### config.mk
export PLATFORM = sky130hd
export DESIGN_NAME = tcw_cursor
export DESIGN_NICKNAME = d
export VERILOG_FILES = /design/src/design/tcw_pkg.sv /design/src/design/tcw_cursor.sv
export SDC_FILE = /design/constraint.sdc
export NUM_CORES = 1
export LEC_CHECK = 0
export BUFFER_PORTS_ARGS = -buffer_cell sky130_fd_sc_hd__buf_2
export CORE_AREA = 4 4 51 53
export DETAILED_ROUTE_END_ITERATION = 10
export DIE_AREA = 0 0 55 57
export PLACE_DENSITY = 0.87
export SLEW_MARGIN = 20
export SYNTH_ARGS = -nofsm -noshare
export SYNTH_HDL_FRONTEND = slang
export SYNTH_SLANG_ARGS = --single-unit
### constraint.sdc
create_clock -name vclk -period 5.95
set_clock_uncertainty 0.1 [all_clocks]
set_input_delay 0.595 -clock vclk [all_inputs]
set_output_delay 0.595 -clock vclk [all_outputs]
set_load 0.03 [all_outputs]
### src/design/tcw_pkg.sv
// Shared constants and types for the text console character writer.
`timescale 1ns / 1ps

package tcw_pkg;

  localparam int COLUMNS_DEF = 80;
  localparam int ROWS_DEF    = 25;

  localparam int MODE_W   = 2;
  localparam int CHAR_W   = 8;
  localparam int INDEX_W  = 11;
  localparam int COLOUT_W = 7;
  localparam int ROWOUT_W = 5;
  localparam int CELL_W   = 16;
  localparam int ATTR_W   = 8;

  localparam logic [ATTR_W-1:0] ATTR_RESET = 8'h0F;

  localparam logic [CHAR_W-1:0] CHAR_BS    = 8'h08;
  localparam logic [CHAR_W-1:0] CHAR_TAB   = 8'h09;
  localparam logic [CHAR_W-1:0] CHAR_LF    = 8'h0A;
  localparam logic [CHAR_W-1:0] CHAR_CR    = 8'h0D;
  localparam logic [CHAR_W-1:0] CHAR_SPACE = 8'h20;
  localparam logic [CHAR_W-1:0] CHAR_LAST  = 8'h7F;

  typedef enum logic [MODE_W-1:0] {
    MODE_PUT   = 2'd0,
    MODE_CLEAR = 2'd1,
    MODE_READ  = 2'd2
  } mode_t;

  // Side effects of one put-character step.
  typedef struct packed {
    logic cell_wr;
    logic scroll;
  } put_flags_t;

endpackage

### src/design/tcw_cursor.sv
// Put-character cursor step: control bytes, printable advance, wrap and scroll detect.
`timescale 1ns / 1ps

module tcw_cursor #(
  parameter int COLUMNS = tcw_pkg::COLUMNS_DEF,
  parameter int ROWS    = tcw_pkg::ROWS_DEF
) (
  input  logic [$clog2(COLUMNS)-1:0]      col,
  input  logic [$clog2(ROWS)-1:0]         row,
  input  logic [tcw_pkg::CHAR_W-1:0]      char_code,
  output logic [$clog2(COLUMNS)-1:0]      col_nxt,
  output logic [$clog2(ROWS)-1:0]         row_nxt,
  output tcw_pkg::put_flags_t             flags
);

  localparam int CW = $clog2(COLUMNS);
  localparam int RW = $clog2(ROWS);

  logic [CW:0] col_t;
  logic [RW:0] row_t;

  always_comb begin
    col_t = {1'b0, col};
    row_t = {1'b0, row};
    flags = '0;
    unique case (char_code)
      tcw_pkg::CHAR_BS: begin
        if (col != '0) col_t = col_t - (CW+1)'(1);
      end
      tcw_pkg::CHAR_TAB: begin
        col_t = (col_t + (CW+1)'(8)) & ~(CW+1)'(7);
      end
      tcw_pkg::CHAR_CR: begin
        col_t = '0;
      end
      tcw_pkg::CHAR_LF: begin
        col_t = '0;
        row_t = row_t + (RW+1)'(1);
      end
      default: begin
        if (char_code >= tcw_pkg::CHAR_SPACE && char_code <= tcw_pkg::CHAR_LAST) begin
          flags.cell_wr = 1'b1;
          col_t         = col_t + (CW+1)'(1);
        end
      end
    endcase
    // right edge wrap
    if (col_t >= (CW+1)'(COLUMNS)) begin
      col_t = '0;
      row_t = row_t + (RW+1)'(1);
    end
    // bottom edge: caller sweeps the store up one row
    if (row_t >= (RW+1)'(ROWS)) begin
      flags.scroll = 1'b1;
      row_t        = (RW+1)'(ROWS - 1);
    end
  end

  assign col_nxt = col_t[CW-1:0];
  assign row_nxt = row_t[RW-1:0];

endmodule

==> results.yml <==
run_status:
  status: "finished, final reports clean"
setup_path:
  cpPeakStageDelay_ns: 0.52
  cpMaxStageDelayCell: "nor4_4"
  worstPathArrival_ns: 3.84
  cpMostUsedCell: "buf_2"
  crit_required_ns: 5.26
  path_buf_inv: 2
  cp_cell_sequence: "buf_2, nor4_4, and2_1, xnor2_1, ha_1, xor2_1, or3_1, o211ai_1, nor2_1, a211oi_2, o2111ai_1, a21oi_1, buf_2"
  cp-start-kind: "input port"
  critPathMaxFanout: 14
  crit_path_end_kind: "output pin"
  cp_top_family: "simple AND/OR/NAND/NOR gates"
  crit_type: "input port to output pin"
die:
  core_mm2: 0.00215
  io_pins: 34
  die_x_um: 55
  die_area_mm2: 0.00314
  die_h_um: 57
  start_util_pct: 58.2
  num_rows: 17
timing:
  finalHoldViolCount: 0
  rsz0062_at_grt: "false"
  period_share_pct: 76.2
  max_freq_mhz: 220
  setup_viol: 0
  slew-limit-headroom_pct: 67.8
  min_period_ns: 4.54
  tightest_slew_ns: 0.480
  tns_ns: 0
  drv_slew: 0
global_routing:
  overflow: 0
  grt_pass1_wl_mm: 5.60
  antenna_found_initial: 0
  grt_pass1_vias: 1352
  grt_max_degree: 15
  grt.total_usage_pct: 22.2
synthesis:
  yosysSeqAreaShare_pct: 0
  synth_top_area_share_pct: 6.00
  syn-num-nets: 211
  syn_area_per_cell_um2: 6.76
  ys_types: 53
  yosys_warnings: 0
  syn_inst: 185
  yosys.area.top_type: "ha_1"
  netlist_area_mm2: 0.00125
  synth.area.top_cells: "ha_1 6.0%, nand2_1 5.7%, xnor2_1 5.6%, nor2_1 4.8%, nand4_1 4.5%"
cells_and_area:
  area_growth_pct: 13.9
  antenna_cells: 0
  num-clock-buffers: 0
  drive_gt1_share_pct: 25.8
  nNetsFinal: 241
  regArea_um2: 0
  num-fill-cells: 217
  seq_cells: 0
pwr:
  vdd_drop_max_mv: 0.0450
  power_mw: 0.106
  p_leak_nw: 0.580
  powerDensity_mw_per_mm2: 74.6
routing:
  wirelength_mm: 3.42
  wl_per_cell_um: 14.2
  top_layer: "met4"
  drt_iter0_drc: 43
  vias: 1526
  viasPerCell: 6.33
  final_antenna_net_count: 0
  wl_met2_mm: 1.77
  wl_met3_um: 174
  drtPass1Iterations: 4
  wl_met1_mm: 1.38
  drc: 0
clock_network:
  ctsHoldBuffers: 0
  cts_post_setup_buffers_inserted: 0
  cts_resized: 0
place:
  port_buffers: 34
  hpwl_mm: 2.81
  gp_congestion: 0.896
hold_path:
  hp-class: "input port to output pin"
run:
  max_cap_viol_count: 0
==> layer usage <==
layer	GRT usage (%)	vias to the layer above
met3	1.04	10
met5	0	-
met2	38.3	62
li1	-	758
met4	8.33	0
met1	28.0	696
==> cells in the final DEF (no fill, tap or decap), drive strengths merged, types with 6 or more instances in the layout <==
cell type  count
nand2         20
xnor2          9
inv           12
nand3         10
o21ai          8
a21oi         13
buf           35
ha             6
nor2          16
nand4          9
nor3           6
==> per-stage QoR <==
| step | instance area (um^2) | cells | util (%) | hold WS (ns) | setup slack (ns) |
|---|---|---|---|---|---|
| 4_1_cts | 1430 | 241 | 66.3 | 1.56 | 1.43 |
| 3_5_place_dp | 1430 | 241 | 66.3 | 1.56 | 1.45 |
| 2_1_floorplan | 1250 | 185 | - | 1.32 | 1.75 |
| 6_report | 1430 | 241 | 66.3 | 1.57 | 1.41 |
| 3_3_place_gp | 1430 | 241 | 66.3 | 1.56 | 1.55 |
| 5_1_grt | 1430 | 241 | 66.3 | 1.58 | 1.16 |
==> power breakdown <==
| part | internal (mW) | switching (mW) | total, mW |
|---|---|---|---|
| Clock | 0 | 0 | 0 |
| Sequential | 0 | 0 | 0 |
| Combinational | 0.0376 | 0.0688 | 0.106 |
==> worst paths after layout <==
path              slack (ns)          from  cells after the start    endpoint
setup / recovery        1.41  char_code[0]                     13  row_nxt[2]
hold / removal          1.57        col[2]                      3  col_nxt[2]
==> tightest hold or removal path: stages <==
cell,delay [ns]
buf_2,0.21
a211oi_2,0.10
buf_2,0.17
==> layout make-up <==
class	instances	area, um^2	area share (%)
Multi-Input combinational cell	166	1170	81.9
Tap cell	28	35.0	2.46
Inverter	12	45.0	3.16
Timing Repair Buffer	35	178	12.5
==> cells in the mapped netlist, types with 6 or more instances <==
| cell type | number |
|---|---|
| nor3_1 | 6 |
| inv_1 | 11 |
| nand2_1 | 19 |
| nand3_1 | 8 |
| xnor2_1 | 8 |
| a21oi_1 | 11 |
| nor2_1 | 16 |
| ha_1 | 6 |
| nand4_1 | 9 |
==> cell families after synthesis <==
| logic type | Yosys count | synth area share (%) |
|---|---|---|
| AND/OR/NAND/NOR | 91 | 42.6 |
| adder cells (fa/ha/maj) | 6 | 6.00 |
| multiplexers | 5 | 4.20 |
| buffers and inverters | 19 | 6.70 |
| AO/OA/AOI/OAI | 51 | 30.8 |
| XOR/XNOR | 13 | 9.70 |
No activity file was read; power rests on OpenSTA's default activity.
